File: config.mk
export PLATFORM = sky130hd
export DESIGN_NAME = hfla_cmp
export DESIGN_NICKNAME = d
export VERILOG_FILES = /design/src/hdl/hfla_pkg.sv /design/src/hdl/hfla_cmp.sv
export SDC_FILE = /design/constraint.sdc
export NUM_CORES = 1
export LEC_CHECK = 0
export BUFFER_PORTS_ARGS = -buffer_cell sky130_fd_sc_hd__buf_2
export CORE_MARGIN = 5
export CORE_UTILIZATION = 27
export DETAILED_ROUTE_END_ITERATION = 12
export PLACE_DENSITY = 0.89
export SLEW_MARGIN = 20
export SYNTH_ARGS = -nofsm -noshare
export SYNTH_HDL_FRONTEND = slang
export SYNTH_SLANG_ARGS = --single-unit
export TNS_END_PERCENT = 5
File: constraint.sdc
create_clock -name vclk -period 1.1
set_clock_uncertainty 0.1 [all_clocks]
set_input_delay 0.22 -clock vclk [all_inputs]
set_output_delay 0.22 -clock vclk [all_outputs]
set_load 0.005 [all_outputs]
File: src/hdl/hfla_pkg.sv
// ----------------------------------------------------------------------------
// hfla_pkg: shared definitions of the handle free list allocator
// Handle table geometry, command and status codes, and the record types
// that travel between the sequencer, the table store and the compare unit.
// ----------------------------------------------------------------------------
package hfla_pkg;

  // Number of table entries, entry 0 being the nil handle.
  localparam int HANDLE_COUNT = 128;
  // Width of a table index.
  localparam int IDX_W = $clog2(HANDLE_COUNT);
  // Widths of the request and response fields.
  localparam int HANDLE_W = 7;
  localparam int WORD_W = 32;
  // Longest used-list walk before the list is declared broken.
  localparam int STEP_MAX = HANDLE_COUNT + 2;
  localparam int STEP_W = $clog2(STEP_MAX + 1);

  localparam logic [1:0] CMD_ALLOC   = 2'd0;
  localparam logic [1:0] CMD_RELEASE = 2'd1;
  localparam logic [1:0] CMD_LOOKUP  = 2'd2;
  localparam logic [1:0] CMD_OWNER   = 2'd3;

  localparam logic [2:0] ST_OK         = 3'd0;
  localparam logic [2:0] ST_NONE_FREE  = 3'd1;
  localparam logic [2:0] ST_BAD_HANDLE = 3'd2;
  localparam logic [2:0] ST_NOT_IN_USE = 3'd3;
  localparam logic [2:0] ST_NOT_OWNER  = 3'd4;
  localparam logic [2:0] ST_DENIED     = 3'd5;
  localparam logic [2:0] ST_NOT_FOUND  = 3'd6;
  localparam logic [2:0] ST_CORRUPT    = 3'd7;

  // One table entry as read from the store.
  typedef struct packed {
    logic [IDX_W-1:0]  link;
    logic [WORD_W-1:0] owner;
    logic [WORD_W-1:0] tag;
  } entry_t;

  // One write into the store: link and owner/tag are enabled separately.
  typedef struct packed {
    logic              link_en;
    logic              ot_en;
    logic [IDX_W-1:0]  addr;
    logic [IDX_W-1:0]  link;
    logic [WORD_W-1:0] owner;
    logic [WORD_W-1:0] tag;
  } write_t;

  // Values the compare unit checks an entry against.
  typedef struct packed {
    logic [IDX_W-1:0]  target;
    logic [WORD_W-1:0] owner;
    logic [WORD_W-1:0] tag;
  } key_t;

  // Outcome of the compare unit.
  typedef struct packed {
    logic owner_zero;
    logic tag_zero;
    logic owner_eq;
    logic tag_eq;
    logic link_eq;
    logic link_zero;
  } flags_t;

endpackage

File: src/hdl/hfla_cmp.sv
// ----------------------------------------------------------------------------
// hfla_cmp: shared entry compare unit
// Checks the entry just read against the request's owner, tag and target
// handle; used by the allocate, release, walk and scan steps alike.
// ----------------------------------------------------------------------------
module hfla_cmp (
  input  hfla_pkg::entry_t ent,
  input  hfla_pkg::key_t   key,
  output hfla_pkg::flags_t flags
);

  always_comb begin
    flags.owner_zero = (ent.owner == '0);
    flags.tag_zero   = (ent.tag == '0);
    flags.owner_eq   = (ent.owner == key.owner);
    flags.tag_eq     = (ent.tag == key.tag);
    flags.link_eq    = (ent.link == key.target);
    flags.link_zero  = (ent.link == '0);
  end

endmodule

# --- After elaboration in Yosys (flattened, before gate mapping) ---
# Index checks and enable logic that the tools add are counted.
# Widths: inputs -> output; s select.
totals:
  in_bits: 142
  wordCells: 6
  regBits: 0
op_classes:
  n_reduce_logical: 3
  n_eq_ne: 3
ops:
  columns: ["cell", "count"]
  rows:
  - ["$eq 32x32->1", 2]
  - ["$logic_not 32->1", 2]
  - ["$eq 7x7->1", 1]
  - ["$logic_not 7->1", 1]

# --- Depth between registers and ports, before layout ---
# Gate-level depths: netlist (run 1).
depth:
  ltp_word: 1
  mapped_depth: 4
  mapped_depth_nobuf: 4

# --- Least setup slack after synthesis (run 1) ---
# No wires, ideal clock.
synth_timing:
  path_kind: "input to output"
  start: "input ent[67] (netlist name)"
  end: "output flags[0] (netlist name)"
  path_stages: 2
  path_slack_ps: -132
  arrival_time_ps: 912
  cell_sequence: "or4_1 nor4_2"
synth_lines:
  columns: ["element", "line", "text"]
  rows:
  - ["start, declared", "hfla_cmp.sv:7", "input hfla_pkg::entry_t ent,"]
  - ["end, declared", "hfla_cmp.sv:9", "output hfla_pkg::flags_t flags"]

==> key figures, run 1 <==
Finish
  – # diodes: 0
  – Reg area: 0 um^2
  – Final nets: 442
  – Final Cell Area: 2110 um^2
  – Share of layout cells above drive strength 1: 0.658
  – FF+latch count: 0
  – Clock Buffer Count: 0
  – Area growth from synthesis to layout: 130%
  – Fin cells: 344
  – Final Util: 0.638

STA
  – Slew headroom: 0.753
  – Final Cycle Share: 1.41
  – Final setup viols: 6
  – Slew Limit Fails: 0
  – Endpoints failing hold: 0
  – Setup TNS: -2120 ps
  – Maximum clock frequency: 645 MHz
  – Worst-Margin Slew: 367 ps
  – Final min period: 1550 ps
  – RSZ-0062 raised after global routing: yes
  – Worst Setup Slack, final: -450 ps

Power
  – Leakage: 1.08 nW
  – Power Total: 0.724 mW
  – VDD IR-drop max: 159 uV
  – Pwr dens: 343 nW/um^2

Critical path
  – WP buf/inv: 3
  – Crit path cell chain: buf_6 -> xor2_1 -> nor4_1 -> buf_4 -> nand4_1 -> nor2_1 -> buf_2
  – Startpoint Class: primary input
  – CP max stage delay: 290 ps
  – Critical path arrival: 1230 ps
  – CP Max Fanout: 1
  – CP max stage cell: nor4_1
  – CP Capture Type: output port
  – WS Path Type: primary input to output port
  – Worst endpoint required time: 780 ps
  – CP Launch Point: key[2]
  – Top Family by Delay on Critical Path: simple AND/OR/NAND/NOR gates

Floorplanning
  – Initial Util: 0.278
  – # rows: 21
  – Die height: 68.4 um
  – Die ar.: 4670 um^2
  – Die X: 68.4 um
  – I/O Pins: 148
  – Core box area: 3310 um^2

Place
  – Placed Area: 1950 um^2
  – GP Congestion: 0.790
  – Placed instance count: 344
  – Buffers on Ports: 148
  – DP Wirelength: 4.81 mm

Detailed routing
  – Drt drc: 0
  – DR vias: 1664
  – DRT Pass-1 Iters: 4
  – Final ANT Viol Nets: 0
  – Drt initial violations: 48
  – DRT Wirelength: 5.42 mm
  – Via/cell ratio: 4.84
  – Routed len/inst: 15.8 um

Yosys
  – Syn Area/Cell: 7.73 um^2
  – Syn Nets: 261
  – YS warnings: 0
  – Sequential area share after synthesis: 0
  – Netlist cell types: 7
  – Share of the synthesized area in the top cell type: 0.638
  – Synthesized area: 920 um^2
  – Area leader, netlist: xor2_1
  – Cell count after synthesis: 119
  – Area contributors post-synth: xor2_1 (64%), nor4_1 (22%), nand4_1 (6.1%), xnor2_1 (3.8%), nor2_1 (1.6%)

Global route
  – First-pass GRT wire length: 7.17 mm
  – Congestion Overflow GR: 0
  – All-Layer GR Usage: 0.201
  – Initial antenna violation count: 0
  – Largest net degree at the start of global routing: 3
  – Vias in the first global route: 1744

CTS
  – Hold-fix buffers at CTS: 0
  – Postcts setup bufs: 0

Hold path
  – Worst hold start: ent[64]
  – HP Class: primary input to output port

Outcome
  – Failing checks: negative setup slack
  – Outcome: finished, violations left

Job
  – Max Cap Violations: 0
[cell type report]
class	count	area (um^2)
Multi-Input combinational cell	119	1040
Tap cell	46	57.6
Fill cell	280	1200
Timing Repair Buffer	179	1020
[layer usage]
layer  routed length [um]  share of wire  vias to the layer above  GRT usage
li1                     -              -                      808          -
met1                 1670           0.31                      727      0.174
met2                 3030           0.56                      113      0.448
met3                  558           0.10                       16     0.0345
met5                    0              0                        -          0
met4                  156          0.029                        0     0.0546
[power breakdown]
| group | internal (mW) | total, mW | leakage (nW) | switching, mW |
|---|---|---|---|---|
| Sequential | 0 | 0 | 0 | 0 |
| Combinational | 0.402 | 0.724 | 1.08 | 0.323 |
| Clock | 0 | 0 | 0 | 0 |
| Total | 0.402 | 0.724 | 1.08 | 0.323 |
[final timing paths]
check / endpoint / slack [ps] / cells after the start
setup / recovery: flags[2] / -450 / 7
hold / removal: flags[0] / 680 / 4
[cell usage after synthesis]
master,n
nand4_1,9
nor2_1,4
nor4_1,33
nor4_2,1
or4_1,1
xnor2_1,4
xor2_1,67
[per-stage QoR]
step	worst slack, ps	hold slack, ps
after global placement	-586	681
after global routing	-508	693
after CTS	-461	681
after floorplan	-132	364
after detailed placement	-610	681
final	-450	679
[logic make-up (layout without fill, tap and decap cells)]
group | after synthesis | after routing | share of synthesized area
and+or+nand+nor | 48 | 48 | 0.324
buffers and inverters | 0 | 179 | 0
xor gates and xnor gates | 71 | 71 | 0.676
[tightest hold or removal path, cell delays in order]
cell and delay [ps]:
buf_2 90, buf_4 100, nor4_2 30, buf_2 110
[cell usage in the layout (no fill, tap or decap)]
cell type / n
nand4_1: 9
nor2_1: 4
nor4_1: 17
buf_4: 31
buf_2: 141
nor4_2: 15
nor4_4: 2
buf_6: 7
xnor2_1: 4
or4_1: 1
xor2_1: 67
[repair_timing]
item / 4_1_cts / 5_1_grt
pin swaps: 7 / 8
endpoints found under the setup margin: 6 / 6
hold endpoints to repair: 0 / 0
resized for setup: 13 / 14
Note: power is estimated with default switching activity, not from simulation.
==> run 2, diff against run 1 <==
--- a/config.mk
+++ b/config.mk
@@ -5,11 +5,11 @@
 export SDC_FILE = /design/constraint.sdc
 export NUM_CORES = 1
 export LEC_CHECK = 0
-export BUFFER_PORTS_ARGS = -buffer_cell sky130_fd_sc_hd__buf_2
 export CORE_MARGIN = 5
-export CORE_UTILIZATION = 27
+export CORE_UTILIZATION = 30
 export DETAILED_ROUTE_END_ITERATION = 12
-export PLACE_DENSITY = 0.89
+export DONT_BUFFER_PORTS = 1
+export PLACE_DENSITY = 0.53
 export SLEW_MARGIN = 20
 export SYNTH_ARGS = -nofsm -noshare
 export SYNTH_HDL_FRONTEND = slang
==> key figures, run 2 (same netlist as run 1, synthesis figures left out) <==
Place
  – Placed instance count: 154 (-55%)
  – DP Wirelength: 3.36 mm (-30%)
  – Buffers on Ports: 0 (-100%)
  – GP Congestion: 0.819 (+3.7%)

Critical path
  – CP Max Fanout: 2 (+1)
  – WS Path Type: primary input to output port
  – CP Launch Point: ent[25]
  – CP Capture Type: output port
  – Startpoint Class: primary input
  – Worst endpoint required time: 780 ps (about the same)
  – Critical path arrival: 1060 ps (-170 ps)
  – Critical Path Sink: flags[2]

Finish
  – FF+latch count: 0 (unchanged)
  – Commonest non-fill, non-tap cell in the layout: xor2_1
  – Fin cells: 154 (-55%)
  – Area growth from synthesis to layout: 19.7%
  – Clock Buffer Count: 0 (unchanged)
  – Share of layout cells above drive strength 1: 0.182 (-0.476)
  – Reg area: 0 um^2 (unchanged)
  – Final Util: 0.367 (-0.271)
  – # diodes: 0 (unchanged)
  – Final nets: 265 (-40%)
  – Most frequent cells in the layout: xor2_1 (66), nor4_1 (19), nor4_2 (14)

Detailed routing
  – Final ANT Viol Nets: 0 (unchanged)
  – DRT Pass-1 Iters: 4 (unchanged)
  – DRT Wirelength: 3.66 mm (-32%)
  – Via/cell ratio: 6.34 (+31%)
  – Drt drc: 0 (unchanged)
  – Drt initial violations: 27 (-44%)
  – DR vias: 977 (-41%)
  – Routed len/inst: 23.8 um (+51%)

STA
  – Worst Setup Slack, final: -282 ps (+168 ps)
  – Slew Limit Fails: 0 (unchanged)
  – Endpoints failing hold: 0 (unchanged)
  – Final min period: 1380 ps (-168 ps)
  – Fin Hold WS: 366 ps (-312 ps)
  – Final setup viols: 5 (-1)
  – RSZ-0062 raised after global routing: yes
  – Worst-Margin Slew: 355 ps (-12.0 ps)
  – Maximum clock frequency: 724 MHz (+12%)
  – Slew headroom: 0.761 (+0.00805)
  – Final Cycle Share: 1.26 (-0.153)

Global route
  – First-pass GRT wire length: 5.04 mm (-30%)
  – Largest net degree at the start of global routing: 3 (unchanged)
  – Congestion Overflow GR: 0 (unchanged)
  – All-Layer GR Usage: 0.146 (-0.0554)
  – Vias in the first global route: 1103 (-37%)
  – Initial antenna violation count: 0 (unchanged)

Power
  – Power Total: 0.260 mW (-64%)
  – Pwr dens: 236 nW/um^2 (-31%)
  – VDD IR-drop max: 93.4 uV (-41%)
  – Leakage: 0.336 nW (-69%)

Floorplanning
  – Die ar.: 4270 um^2 (-8.6%)
  – Core box area: 3000 um^2 (-9.3%)
  – # rows: 20 (-4.8%)
  – Die height: 65.4 um (-4.4%)
  – Die X: 65.4 um (-4.4%)
  – Initial Util: 0.306 (+0.0285)
  – I/O Pins: 148 (unchanged)

Hold path
  – HP Class: primary input to output port
  – Worst hold start: ent[64]
  – Worst hold path stage count: 1 (-3)

CTS
  – Hold-fix buffers at CTS: 0 (unchanged)

Outcome
  – Failing checks: negative setup slack
  – Outcome: finished, violations left

Job
  – Max Cap Violations: 0 (unchanged)
## run 2: changes by cell type in the layout (fill, tap and decap cells not counted), sizes merged
| cell | change |
|---|---|
| buf | -177 |
## run 2: layout make-up
type	count	area [um^2]
fill	310	1900
tap	33	41.3
timing repair buffer	2	15.0
multi-input combinational	119	1040
## run 2: metal layers
metal	share of wire	global-route usage
met1	0.31	0.161
met2	0.55	0.296
met3	0.14	0.0325
met4	0	0
met5	0	0
## run 2: worst min path at each step
| stage | to | slack (ps) |
|---|---|---|
| 2_1_floorplan | flags[0] | 360 |
| 3_3_place_gp | flags[0] | 370 |
| 3_5_place_dp | flags[0] | 370 |
| 4_1_cts | flags[0] | 370 |
| 5_1_grt | flags[0] | 370 |
| 6_report | flags[0] | 370 |
## run 2: stage by stage
step | worst slack [ps] | setup TNS, ps | cell area (um^2)
2_1_floorplan | -132 | -277 | 920
5_1_grt | -333 | -1040 | 1100
3_5_place_dp | -301 | -1040 | 976
3_3_place_gp | -311 | -1010 | 976
4_1_cts | -269 | -857 | 1010
6_report | -282 | -787 | 1100
## run 2: critical path, cell delays in order
cell and delay, ps:
xor2_1 140, nor4_1 370, nand4_1 170, nor2_2 160
## run 2: what timing repair did
item | 4_1_cts | 5_1_grt
buffers inserted | 0 | 0
setup endpoints to repair | 5 | 6
pin swaps | 3 | 3
resized for setup | 7 | 14
## run 2: report_power, final
part	internal, mW	switching [mW]
Combinational	0.152	0.108
Clock	0	0
Sequential	0	0
Total	0.152	0.108
